==> src/rtl/lbcd_pkg.sv <==
package lbcd_pkg;

    typedef enum logic [1:0] {
        PH_IDLE  = 2'd0,
        PH_DOWN  = 2'd1,
        PH_UP    = 2'd2,
        PH_COUNT = 2'd3
    } phase_t;

    localparam int unsigned CFG_INDEX_W = 3;
    localparam int unsigned CFG_DATA_W  = 20;

    localparam logic [CFG_INDEX_W-1:0] REG_WINDOW_ONE    = 3'd0;
    localparam logic [CFG_INDEX_W-1:0] REG_WINDOW_TWO    = 3'd1;
    localparam logic [CFG_INDEX_W-1:0] REG_WINDOW_THREE  = 3'd2;
    localparam logic [CFG_INDEX_W-1:0] REG_WINDOW_FOUR   = 3'd3;
    localparam logic [CFG_INDEX_W-1:0] REG_DEBOUNCE_TIME = 3'd4;
    localparam logic [CFG_INDEX_W-1:0] REG_CLICK_WINDOW  = 3'd5;
    localparam logic [CFG_INDEX_W-1:0] REG_MAX_CLICKS    = 3'd6;

    localparam logic [1:0] EV_NONE   = 2'd0;
    localparam logic [1:0] EV_SINGLE = 2'd1;
    localparam logic [1:0] EV_DOUBLE = 2'd2;

    localparam logic [1:0] COUNT_MAX = 2'd3;

    localparam logic [15:0] DEBOUNCE_RESET = 16'd50;
    localparam logic [15:0] CLICK_RESET    = 16'd400;
    localparam logic [1:0]  MAX_CLICKS_RESET = 2'd1;

    localparam int unsigned TIME_W = 32;

endpackage

==> src/rtl/ladder_button_click_detector.sv <==
// Channel | Dir | Fields (low bit first)                           | Handshake
// s_      | in  | adc_sample[SAMPLE_BITS], time_ms[32], zero pad   | s_tvalid/s_tready
// m_      | out | event_kind[2], button_index[2], zero pad         | m_tvalid/m_tready
// cfg_    | in  | cfg_index[3], cfg_data[20]                       | cfg_valid/cfg_ready
//
// One word per cycle while m_tready holds: a word waits in the input register, then
// the classify/debounce/click logic updates state and loads the result register.
// The input word is registered first; the result register is loaded from that stage.
// Every input word yields exactly one result word (event_kind 0 when nothing fired).
// aresetn is synchronous, active low; config and state return to their defaults.
// A stalled result holds both stages; s_tready drops only when both are full.
module ladder_button_click_detector #(
    parameter int unsigned BUTTON_COUNT = 4,
    parameter int unsigned SAMPLE_BITS  = 10,
    localparam int unsigned S_DATA_W    = ((SAMPLE_BITS + 32 + 7) / 8) * 8
) (
    input  logic                              aclk,
    input  logic                              aresetn,
    input  logic                              s_tvalid,
    output logic                              s_tready,
    // adc_sample, time_ms, zero pad
    input  logic [S_DATA_W-1:0]               s_tdata,
    output logic                              m_tvalid,
    input  logic                              m_tready,
    // event_kind [1:0], button_index [3:2], zero pad
    output logic [7:0]                        m_tdata,
    input  logic                              cfg_valid,
    output logic                              cfg_ready,
    input  logic [lbcd_pkg::CFG_INDEX_W-1:0]  cfg_index,
    input  logic [lbcd_pkg::CFG_DATA_W-1:0]   cfg_data
);
    import lbcd_pkg::*;

    localparam int unsigned WIN_EXT_W = 2 * SAMPLE_BITS;
    localparam int unsigned LEVEL_W   = $clog2(BUTTON_COUNT + 1);
    localparam int unsigned SLOT_W    = $clog2(BUTTON_COUNT);

    // configuration
    logic [CFG_DATA_W-1:0] window_reg [BUTTON_COUNT];
    logic [15:0]           debounce_reg;
    logic [15:0]           click_window_reg;
    logic [1:0]            max_clicks_reg;

    assign cfg_ready = 1'b1;

    always_ff @(posedge aclk) begin
        if (!aresetn) begin
            for (int i = 0; i < BUTTON_COUNT; i++) begin
                window_reg[i] <= '0;
            end
            debounce_reg     <= DEBOUNCE_RESET;
            click_window_reg <= CLICK_RESET;
            max_clicks_reg   <= MAX_CLICKS_RESET;
        end else if (cfg_valid && cfg_ready) begin
            unique case (cfg_index)
                REG_WINDOW_ONE, REG_WINDOW_TWO, REG_WINDOW_THREE, REG_WINDOW_FOUR: begin
                    window_reg[cfg_index[SLOT_W-1:0]] <= cfg_data;
                end
                REG_DEBOUNCE_TIME: debounce_reg     <= cfg_data[15:0];
                REG_CLICK_WINDOW:  click_window_reg <= cfg_data[15:0];
                REG_MAX_CLICKS:    max_clicks_reg   <= cfg_data[1:0];
                default: ;
            endcase
        end
    end

    // input stage
    logic                   in_valid_reg;
    logic [SAMPLE_BITS-1:0] sample_reg;
    logic [TIME_W-1:0]      time_reg;
    logic                   out_valid_reg;
    logic [1:0]             kind_reg;
    logic [1:0]             button_reg;
    logic                   advance;

    assign advance  = in_valid_reg && (!out_valid_reg || m_tready);
    assign s_tready = !in_valid_reg || advance;

    always_ff @(posedge aclk) begin
        if (!aresetn) begin
            in_valid_reg <= 1'b0;
        end else if (s_tready) begin
            in_valid_reg <= s_tvalid;
        end
    end

    always_ff @(posedge aclk) begin
        if (s_tvalid && s_tready) begin
            sample_reg <= s_tdata[SAMPLE_BITS-1:0];
            time_reg   <= s_tdata[SAMPLE_BITS +: TIME_W];
        end
    end

    // classify: first matching window wins
    logic [LEVEL_W-1:0] raw_level;

    always_comb begin
        logic [WIN_EXT_W-1:0]   win_ext;
        logic [SAMPLE_BITS-1:0] lo;
        logic [SAMPLE_BITS-1:0] hi;
        raw_level = '0;
        for (int i = BUTTON_COUNT - 1; i >= 0; i--) begin
            win_ext = WIN_EXT_W'({{WIN_EXT_W{1'b0}}, window_reg[i]});
            lo      = win_ext[SAMPLE_BITS-1:0];
            hi      = win_ext[WIN_EXT_W-1:SAMPLE_BITS];
            if (sample_reg >= lo && sample_reg <= hi) begin
                raw_level = LEVEL_W'(i + 1);
            end
        end
    end

    // state
    phase_t              phase_reg,        phase_next;
    logic [TIME_W-1:0]   start_time_reg,   start_time_next;
    logic [LEVEL_W-1:0]  last_raw_reg,     last_raw_next;
    logic [TIME_W-1:0]   change_time_reg,  change_time_next;
    logic [LEVEL_W-1:0]  stable_reg,       stable_next;
    logic [SLOT_W-1:0]   slot_reg,         slot_next;
    // only the latched button's count can be nonzero, so one counter suffices
    logic [1:0]          count_reg,        count_next;
    logic [1:0]          kind_next;
    logic [1:0]          button_next;

    always_ff @(posedge aclk) begin
        if (!aresetn) begin
            phase_reg       <= PH_IDLE;
            start_time_reg  <= '0;
            last_raw_reg    <= '0;
            change_time_reg <= '0;
            stable_reg      <= '0;
            slot_reg        <= '1;
            count_reg       <= '0;
        end else if (advance) begin
            phase_reg       <= phase_next;
            start_time_reg  <= start_time_next;
            last_raw_reg    <= last_raw_next;
            change_time_reg <= change_time_next;
            stable_reg      <= stable_next;
            slot_reg        <= slot_next;
            count_reg       <= count_next;
        end
    end

    always_comb begin
        logic [TIME_W-1:0] held;
        logic [TIME_W-1:0] elapsed;
        logic              active;
        last_raw_next    = last_raw_reg;
        change_time_next = change_time_reg;
        stable_next      = stable_reg;
        held             = time_reg - change_time_reg;
        if (raw_level == last_raw_reg) begin
            if (held >= TIME_W'(debounce_reg)) begin
                stable_next = raw_level;
            end
        end else begin
            change_time_next = time_reg;
            last_raw_next    = raw_level;
        end

        active          = stable_next != '0;
        elapsed         = time_reg - start_time_reg;
        phase_next      = phase_reg;
        start_time_next = start_time_reg;
        slot_next       = slot_reg;
        count_next      = count_reg;
        kind_next       = EV_NONE;
        button_next     = '0;

        unique case (phase_reg)
            PH_IDLE: begin
                if (active) begin
                    phase_next      = PH_DOWN;
                    start_time_next = time_reg;
                    count_next      = '0;
                    slot_next       = SLOT_W'(stable_next - LEVEL_W'(1));
                end
            end
            PH_DOWN: begin
                if (!active) begin
                    phase_next      = PH_UP;
                    start_time_next = time_reg;
                end
            end
            PH_UP: begin
                phase_next = PH_COUNT;
                if (count_reg < COUNT_MAX) begin
                    count_next = count_reg + 2'd1;
                end
            end
            PH_COUNT: begin
                if (active) begin
                    phase_next      = PH_DOWN;
                    start_time_next = time_reg;
                end else if (elapsed >= TIME_W'(click_window_reg) ||
                             count_reg == max_clicks_reg) begin
                    if (count_reg == EV_SINGLE || count_reg == EV_DOUBLE) begin
                        kind_next   = count_reg;
                        button_next = 2'(slot_reg);
                    end
                    phase_next      = PH_IDLE;
                    start_time_next = '0;
                    count_next      = '0;
                end
            end
            default: ;
        endcase
    end

    // result stage
    always_ff @(posedge aclk) begin
        if (!aresetn) begin
            out_valid_reg <= 1'b0;
        end else if (advance) begin
            out_valid_reg <= 1'b1;
        end else if (m_tready) begin
            out_valid_reg <= 1'b0;
        end
    end

    always_ff @(posedge aclk) begin
        if (advance) begin
            kind_reg   <= kind_next;
            button_reg <= button_next;
        end
    end

    assign m_tvalid = out_valid_reg;
    assign m_tdata  = {4'b0000, button_reg, kind_reg};

`ifndef ASSERT_OFF
    a_idle_count_clear: assert property (@(posedge aclk) disable iff (!aresetn)
        phase_reg == PH_IDLE |-> count_reg == '0)
        else $error("count not clear while idle");

    a_count_nonzero: assert property (@(posedge aclk) disable iff (!aresetn)
        phase_reg == PH_COUNT |-> count_reg != '0)
        else $error("count phase with no click");

    a_event_returns_idle: assert property (@(posedge aclk) disable iff (!aresetn)
        (advance && kind_next != EV_NONE) |=> phase_reg == PH_IDLE)
        else $error("event reported without return to idle");

    a_event_from_count: assert property (@(posedge aclk) disable iff (!aresetn)
        (advance && kind_next != EV_NONE) |-> phase_reg == PH_COUNT)
        else $error("event reported outside count phase");
`endif

endmodule

==> config.mk <==
export PLATFORM = sky130hd
export DESIGN_NAME = ladder_button_click_detector
export DESIGN_NICKNAME = d
export VERILOG_FILES = /design/src/rtl/lbcd_pkg.sv /design/src/rtl/ladder_button_click_detector.sv
export SDC_FILE = /design/constraint.sdc
export NUM_CORES = 1
export LEC_CHECK = 0
export BUFFER_PORTS_ARGS = -buffer_cell sky130_fd_sc_hd__clkbuf_2
export CAP_MARGIN = 20
export CELL_PAD_IN_SITES_DETAIL_PLACEMENT = 1
export CELL_PAD_IN_SITES_GLOBAL_PLACEMENT = 1
export CORE_AREA = 2 2 181 183
export CTS_CLUSTER_SIZE = 10
export DETAILED_ROUTE_END_ITERATION = 10
export DIE_AREA = 0 0 183 185
export PLACE_DENSITY_LB_ADDON = 0.1
export REMOVE_ABC_BUFFERS = 1
export SETUP_SLACK_MARGIN = 0.2
export SKIP_LAST_GASP = 1
export SYNTH_ARGS = -nofsm -noshare
export SYNTH_HDL_FRONTEND = slang
export SYNTH_SLANG_ARGS = --single-unit
==> constraint.sdc <==
create_clock -name aclk -period 11.8 [get_ports aclk]
set_input_delay 2.36 -clock aclk [delete_from_list [all_inputs] [get_ports aclk]]
set_output_delay 2.36 -clock aclk [all_outputs]
set_load 0.02 [all_outputs]
## Word level (Yosys, flattened, before mapping)

Memories as Yosys holds them, arrays and structs flattened.
Cells that the tools add are included.

| storage, ports and cells | value |
|---|---|
| register bits | 158 |
| word-level logic and storage cells | 114 |
| bits in latches | 0 |
| memory bits (read-only) | 0 |
| output and inout bits | 11 |
| memories | 1 |
| input bits | 76 |
| bits in writable memories | 80 |

| cells by class | value |
|---|---|
| add/sub/neg operators | 4 |
| equality and inequality tests | 19 |
| divide/modulo/power cells | 0 |
| multipliers | 0 |
| reduce and logical (&&, ||, !) cells | 29 |
| muxes and demuxes | 30 |
| shift operators | 0 |
| magnitude comparators | 11 |
| bitwise gates (word level) | 4 |

Memory list:

| name | words | bits a word | rd ports | clocked after Yosys merged registers in | write ports | line | RTL |
|---|---|---|---|---|---|---|---|
| window_reg | 4 | 20 | 4 | 0 | 4 | ladder_button_click_detector.sv:39 | `logic [CFG_DATA_W-1:0] window_reg [BUTTON_COUNT];` |

Operator list:

| operator | number |
|---|---|
| $mux 32 | 4 |
| $pmux 32 s3 | 1 |
| $ge 32x16->1 | 2 |
| $sub 32x32->32 | 2 |
| $ge 10x10->1 | 4 |
| $le 10x10->1 | 4 |
| $mux 20 | 1 |
| $reduce_or 20->1 | 1 |
| $mux 3 | 6 |
| $mux 2 | 8 |
| $ne 2x2->1 const B | 5 |
| $eq 3x3->1 const B | 3 |
| $reduce_bool 3->1 | 3 |
| $mux 1 | 8 |
| $pmux 2 s4 | 1 |
| $reduce_and 2->1 | 4 |
| $reduce_or 4->1 | 2 |
| $eq 2x2->1 const B | 3 |
| $eq 3x2->1 const B | 2 |
| $logic_and 1x1->1 | 6 |
| $pmux 2 s3 | 1 |
| $reduce_and 6->1 | 1 |
| $reduce_and 5->1 | 1 |
| $eq 2x1->1 const B | 2 |
| other kinds (15) | 22 |

## Logic depth before layout (Yosys ltp)

Gate-level depths: netlist (run 1).
An unclocked memory read counts as a cell.

| logic depth | value |
|---|---|
| depth after elaboration | 12 |
| gate-level depth with buffers | 31 |
| gate-level depth less buffers | 28 |

## Worst setup path before layout (run 1)

Ideal clock, no wire load.

| timing | value |
|---|---|
| path type | register to register |
| start | register time_reg[4] |
| end | register start_time_reg[10] |
| arrival | 5.472 ns |
| slack | 6.256 ns |
| clock period less this slack | 5.544 ns |
| cell stages (with the launch flop) | 31 |
| cell sequence | edfxtp_1 > ha_1 > a21o_1 > a31oi_1 > nand2_1 > and2_1 > o21ai_0 > nand2b_1 > a21oi_1 > o21bai_1 > xor2_1 > ha_1 > a21oi_1 > o21ai_0 > a2111oi_0 > o32a_1 > nand4_1 > nor4_2 > o2111ai_1 > and2_4 > buf_6 > mux2i_1 > ha_1 > inv_1 > a31oi_1 > o21ai_4 > mux2i_1 > nor2b_4 > buf_6 > buf_12 > mux2i_1 |

| on the way | value |
|---|---|
| cells in the longest elaborated chain, start to end | 7 |
| elaborated cells between the ends (all ways) | 14 |

Ends and longest elaborated chain:

| item | line | RTL |
|---|---|---|
| start: declaration | ladder_button_click_detector.sv:70 | `logic [TIME_W-1:0] time_reg;` |
| start signal: assignment | ladder_button_click_detector.sv:90 | `time_reg <= s_tdata[SAMPLE_BITS +: TIME_W];` |
| $sub 32x32->32 | ladder_button_click_detector.sv:151 | `held = time_reg - change_time_reg;` |
| $ge 32x16->1 | ladder_button_click_detector.sv:153 | `if (held >= TIME_W'(debounce_reg)) begin` |
| $mux 3 | ladder_button_click_detector.sv:153 |  |
| $mux 3 | ladder_button_click_detector.sv:152 | `if (raw_level == last_raw_reg) begin` |
| $reduce_bool 3->1 | ladder_button_click_detector.sv:161 | `active = stable_next != '0;` |
| $ne 3x3->1 (no source line) (tied with other cells) | -- |  |
| $reduce_and 5->1 (no source line) / $pmux 32 s3 (equally long branches) | -- |  |
| end signal: assignment | ladder_button_click_detector.sv:135 | `start_time_reg <= start_time_next;` |
| end: declaration | ladder_button_click_detector.sv:114 | `logic [TIME_W-1:0] start_time_reg, start_time_next;` |

Several ways; a longest one is shown, not always the timed one.
A chain may end at the register's enable or synchronous reset.

## Worst setup path after layout (run 1)

| timing | value |
|---|---|
| start | register time_reg[1] |
| end | register start_time_reg[7] |

The elaborated chain is that of the path after synthesis.

==> summary.txt, run 1 <==
Timing
  • Crit path time final: 7.42 ns
  • Setup_tns: 0 ns
  • Setup Skew: 0.0260 ns
  • Hold WS: 0.454 ns
  • Final cycle utilization of the critical path: 62.8%
  • Setup violations, final: 0
  • RSZ-0062 raised after global routing: false
  • Achievable Freq: 135 MHz
  • Max-slew violation count: 0
  • Final hold vios: 0
  • Relative slew slack: 24.6%
  • Worst slew pin tran: 1.13 ns

Synth
  • Mean cell area of the mapped netlist: 9.03 sq um
  • Sequential share of the synthesized area: 38.3%
  • Syn Inst Count: 1741
  • Synthesis Warnings: 0
  • Primary FF master, synth: edfxtp_1
  • Unique masters post-synth: 103
  • #FFs+latches synth: 238
  • EDFF count, synth: 126
  • Synthesized area: 15700 sq um
  • Asr flop ratio synth: 0%

Critical path
  • Critical Path Source Type: flip-flop
  • Crit Path Category: reg2reg
  • Crit path arrival time: 7.89 ns
  • Req. time, crit path: 12.28 ns
  • Crit end category: flip-flop
  • CP max FO: 25

Pwr
  • Logic gate share of total power: 26.6%
  • PwrDens: 145 nW/um^2
  • Clock Power Share: 34.5%
  • Part of the power in registers: 39.0%
  • P_int: 1.71 mW
  • Worst vdd ir: 117 uV
  • Leak pwr: 7.13 nW
  • Sw Ratio: 31.5%
  • Switching pwr: 0.785 mW

Final layout
  • Max reg flops: 80
  • Antenna diode count: 0
  • Proportion of layout cells with a drive suffix above 1: 9.20%
  • Area added between synthesis and finish: 9.65%
  • Most common cell after layout, fill and taps aside: nand2_1
  • Fin nets: 2050
  • Commonest cells after routing, fill and taps aside: nand2_1, inv_1, ha_1
  • Filler Cell Count: 3717

Hold path
  • Worst Hold Class: reg2reg

Clock tree
  • Cts bufs inserted: 30
  • Clk_lat worst skew: 0.58 ns
  • Reg clk slew, reported paths: 0.06 ns
  • Postcts setup bufs: 0
  • Max Buffers Root-to-Sink: 3
  • Root buffer cell: clkbuf_16
  • Cts hold-fix bufs: 0
  • CTS tree: built
  • Cts repair resizes: 0
  • CTS H-tree lvls: 1
  • Clk sinks: 238

Route
  • Number of remaining DRC errors: 0
  • Drt initial violations: 582
  • Drt via density: 5.63
  • Pre-antenna DRT Iters: 5
  • Post-Route WL: 41700 um
  • Post-DR wirelength/cell: 18.8 um
  • Post-route ant nets: 0
  • Vias: 12511

Global routing
  • Global-route wire length before repair: 66900 um
  • Largest net degree at the start of global routing: 70
  • Initial antenna violation count: 0
  • Vias in the first global route: 13105
  • GRT Overall Usage: 24.8%
  • Grt ovf: 0

Floorplan
  • Die footprint: 33900 sq um
  • Die W: 183 um
  • IO Count: 87
  • Area of the core: 32000 sq um
  • Initial Util: 49.1%
  • Die Ht: 185 um
  • Row count: 66

Run
  • Max-cap violations: 0

Place
  • Detailed Place HPWL: 32000 um
  • Placer Congestion: 0.895
  • Port Buffers: 75

Outcome
  • Status: completed
==> synthesized netlist by cell type (23+ instances only) <==
cell type / number / share of area, %
nor2_1: 149 / 3.6
ha_1: 181 / 14
inv_1: 217 / 5.2
clkbuf_1: 41 / 0.98
edfxtp_1: 126 / 24
dfxtp_1: 112 / 14
a21o_1: 36 / 1.7
mux2i_1: 74 / 4.7
xnor2_1: 24 / 1.3
o21ai_0: 55 / 1.8
a21oi_1: 129 / 4.1
nand4_1: 32 / 1.3
nand2_1: 221 / 5.3
o21a_1: 23 / 1.1
==> kinds of logic after synthesis <==
group	after synthesis	synth area share (%)
AOI/OAI and AO/OA	383	16.4
and+or+nand+nor	527	15.3
DFF	238	38.3
buffers and inverters	291	8.19
adders and majority gates	183	14.7
other	2	0.0478
xor gates and xnor gates	42	2.34
muxes	75	4.78
==> path summary, 6_finish.rpt <==
kind                                startpoint                                 to  slack (ns)  cells past startpoint
max                      time_reg[1]$_DFFE_PP_     start_time_reg[7]$_SDFFE_PN0P_        4.38                     25
min          click_window_reg[13]$_SDFFE_PN0P_  click_window_reg[13]$_SDFFE_PN0P_        0.45                      2
max reg2reg              time_reg[1]$_DFFE_PP_     start_time_reg[7]$_SDFFE_PN0P_        4.38                     25
min reg2reg  click_window_reg[13]$_SDFFE_PN0P_  click_window_reg[13]$_SDFFE_PN0P_        0.45                      2
==> metrics by stage <==
stage	total power, mW	util (%)	cell area (sq um)	setup slack (ns)	instances
finish	2.49	53.8	17200	4.38	2223
CTS	2.52	53.8	17200	4.40	2223
detailed placement	1.65	50.9	16300	4.50	2167
floorplan	1.46	-	15300	5.90	1671
global route	2.64	53.8	17200	4.00	2223
global placement	1.62	50.7	16200	4.30	2163
==> power by group through the flow <==
stage	registers [mW]	logic, mW	clock network [mW]
global route	0.978	0.745	0.916
global placement	0.985	0.630	0
finish	0.972	0.663	0.860
detailed placement	0.988	0.661	0
floorplan	0.973	0.484	0
CTS	0.972	0.666	0.884
==> cell type report <==
class	count	area [sq um]	share of cell area, %
flip-flops and latches	238	6030	34.9
inverters	218	818	4.74
clock inverters	7	72.6	0.421
clock buffers	49	852	4.94
multi-input cells	1215	8450	49.0
repair buffers	88	520	3.02
well taps	408	510	2.96
==> routing by layer <==
metal  track usage (%)  wire length, um  up-vias
li1                  -                -     6192
met1              29.5            18100     6030
met2              45.9            20900      204
met3              2.81             1190       85
met4              9.47             1590        0
met5                 0                0        -
==> worst max-delay path: stages, from the launching register on <==
cell and delay (ns):
edfxtp_1 0.51, ha_1 0.33, nor2b_1 0.20, o2111ai_1 0.23, a2111o_1 0.50, and3b_4 0.23
xnor2_1 0.13, ha_1 0.29, a21o_1 0.18, a21o_1 0.18, a222oi_1 0.36, o311ai_1 0.17
a2111oi_0 0.56, nand4_1 0.29, nor4_2 0.38, o2111ai_1 0.34, and2_4 0.31, mux2i_1 0.29
ha_1 0.20, inv_1 0.04, a31oi_1 0.25, o21ai_4 0.16, mux2i_1 0.26, nor2b_4 0.40
buf_12 0.25, mux2i_1 0.24
Power figures use the tool's default switching activity.
==> run 2: changes to the inputs <==
- ABC_AREA: unset -> 1
- CORE_AREA: 2 2 181 183 -> 2 2 195 197
- DIE_AREA: 0 0 183 185 -> 0 0 197 199
- clock period: 11.8 -> 7 ns (I/O delays scaled with it)
==> run 2 against run 1 <==
  * Maximum frequency increased by 35%
  * Synthesized cell count up 39%
  * Critical path type unchanged
  * Sequential power rose by 71%
==> summary.txt, run 2 <==
Clock tree
  • Cts repair resizes: 0
  • Cts hold-fix bufs: 0
  • CTS tree: built
  • Cts bufs inserted: 30
  • Clk sinks: 238
  • Root buffer cell: clkbuf_16
  • Reg clk slew, reported paths: 0.06 ns
  • Max Buffers Root-to-Sink: 3
  • Clk_lat worst skew: 0.57 ns
  • CTS H-tree lvls: 1
  • Postcts setup bufs: 0

Final layout
  • Cell Count, Final, Fillers Out: 2986
  • Area added between synthesis and finish: 10.6%
  • Max reg flops: 80
  • Multi-input gate area: 8700 sq um
  • Most common cell after layout, fill and taps aside: nand2_1
  • Fin nets: 2747
  • Antenna diode count: 0
  • Filler Cell Count: 4921
  • Final Cell Area: 18700 sq um
  • Commonest cells after routing, fill and taps aside: nand2_1, inv_1, nor2_1
  • Proportion of layout cells with a drive suffix above 1: 6.61%
  • Area taken by flip-flops and latches: 6030 sq um
  • Final core utilization: 50.3%

Synth
  • Unique masters post-synth: 39
  • Synthesis Warnings: 0
  • Syn Inst Count: 2418
  • Synth top area cells: edfxtp_1, nand2_1, ha_1, dfxtp_1, inv_1
  • Yosys top cell by area: edfxtp_1
  • Asr flop ratio synth: 0%
  • Synthesized area: 16900 sq um
  • Mean cell area of the mapped netlist: 6.98 sq um
  • #FFs+latches synth: 238
  • Sequential share of the synthesized area: 35.7%
  • Top-count cell post-synth: nand2_1
  • Primary FF master, synth: edfxtp_1
  • EDFF count, synth: 126
  • Share of the synthesized area in the top cell type: 22.4%
  • Top post-synthesis cells by count: nand2_1, inv_1, nor2_1

Pwr
  • PwrDens: 262 nW/um^2
  • Worst vdd ir: 231 uV
  • Leak pwr: 9.70 nW

Floorplan
  • Die Ht: 199 um
  • Area of the core: 37100 sq um
  • Row count: 71
  • Die footprint: 39200 sq um
  • IO Count: 87
  • Initial Util: 45.5%
  • Die W: 197 um

Timing
  • Setup violations, final: 0
  • RSZ-0062 raised after global routing: false
  • Relative slew slack: 27.5%
  • Final hold vios: 0
  • Worst slew pin tran: 1.09 ns
  • Crit path time final: 5.49 ns
  • Achievable Freq: 182 MHz
  • Setup Skew: 0.0102 ns
  • Setup_tns: 0 ns
  • Final cycle utilization of the critical path: 78.5%
  • Max-slew violation count: 0

Place
  • Area after DPL: 17700 sq um
  • Detailed Place HPWL: 39900 um
  • Port Buffers: 75
  • Inst Count DP: 2929
  • Placer Congestion: 0.899

Global routing
  • Global-route wire length before repair: 79800 um
  • GRT Overall Usage: 26.0%
  • GR peak layer: met2
  • M1 GR Usage: 29.1%
  • Largest net degree at the start of global routing: 70
  • Initial antenna violation count: 0
  • Vias in the first global route: 15719
  • Grt ovf: 0
  • Met2 Resource Use GR: 51.4%
  • Met3 global-route usage: 2.32%

Critical path
  • Crit path to: button_reg[0]$_SDFFCE_PP0P_
  • R2R depth: 24
  • Crit end category: flip-flop
  • Critical Path Source Type: flip-flop
  • Crit path arrival time: 5.91 ns
  • Crit Path Category: reg2reg
  • Req. time, crit path: 7.42 ns
  • Reg2reg start: time_reg[7]$_DFFE_PP_
  • R2R Path End: button_reg[0]$_SDFFCE_PP0P_
  • R2r setup slk: 1.51 ns
  • CP max FO: 33
  • Worst setup path startpoint: time_reg[7]$_DFFE_PP_

Outcome
  • Status: completed

Route
  • Post-DR wirelength/cell: 16.8 um
  • Vias: 15162
  • Drt initial violations: 563
  • Post-Route WL: 50100 um
  • Drt via density: 5.08
  • Number of remaining DRC errors: 0
  • Pre-antenna DRT Iters: 5
  • Post-route ant nets: 0

Hold path
  • Min-Delay Startpoint: change_time_reg[24]$_SDFFE_PN0P_
  • Worst Hold Class: reg2reg
  • Worst hold path depth: 2

Run
  • Max-cap violations: 0
## run 2: cell types whose count changed after synthesis, sizes merged, moves of 13 or more
cell	change
nor2	+106
nand2	+485
xnor2	-18
nor2b	-13
nand3	+77
o21a	-18
o21ai	+21
nand2b	-20
nand4	+19
mux2i	-74
inv	+294
a21o	-29
## run 2: routing by layer
metal | vias to the layer above | part of all wire [%]
met5 | - | 0
met4 | 0 | 3.3
met3 | 69 | 2.4
met2 | 168 | 52
met1 | 7223 | 42
li1 | 7702 | -
## run 2: worst min-delay path by stage
stage	to	slack (ns)
after global placement	change_time_reg[23]$_SDFFE_PN0P_	0.44
after floorplan	slot_reg[0]$_SDFFE_PN1P_	0.43
after CTS	change_time_reg[24]$_SDFFE_PN0P_	0.46
after detailed placement	change_time_reg[24]$_SDFFE_PN0P_	0.45
final	change_time_reg[24]$_SDFFE_PN0P_	0.46
after global routing	change_time_reg[26]$_SDFFE_PN0P_	0.48
## run 2: layout make-up
| type | instances | area share (%) |
|---|---|---|
| Multi-Input combinational cell | 1619 | 46.6 |
| Clock buffer | 52 | 4.85 |
| Sequential cell | 238 | 32.3 |
| Timing Repair Buffer | 86 | 2.51 |
| Tap cell | 474 | 3.18 |
| Inverter | 513 | 10.3 |
| Clock inverter | 4 | 0.248 |
## run 2: cells by family after synthesis
family,share of synthesized area [%]
AOI/OAI and AO/OA,8.17
xor gates and xnor gates,1.66
adders and majority gates,13.7
buffers and inverters,12.9
DFF,35.7
other,0.0445
and+or+nand+nor,27.8
## run 2: power breakdown
part	switching, mW	internal (mW)	total (mW)
sequential	0.0675	1.60	1.66
clock	0.597	0.904	1.50
combinational	1.15	0.575	1.73
total	1.82	3.08	4.89
## run 2: critical path: stages (launching register included)
cell and delay (ns):
edfxtp_1 0.49, ha_1 0.41, nand2_1 0.12, nor2_1 0.26, nand3_1 0.11, nand3_1 0.21, xor2_1 0.26, ha_1 0.29
a21oi_1 0.15, nor3_1 0.07, nor3_1 0.18, nand2_1 0.09, nand2_1 0.07, nand3_1 0.09, nor2_1 0.10, nand2_1 0.05
nor2_1 0.13, nand2_2 0.15, nand2_4 0.13, a21oi_1 0.05, a21oi_1 0.22, ha_1 0.31, nand3_2 0.73, nand3b_1 0.53
nor2_1 0.14
## run 2: stage by stage
stage	power (mW)	setup WS [ns]	hold slack, ns
floorplan	2.88	2.78	0.429
global placement	3.33	1.70	0.443
detailed placement	3.42	1.49	0.452
CTS	4.94	1.45	0.460
global route	5.24	1.01	0.479
finish	4.89	1.51	0.457
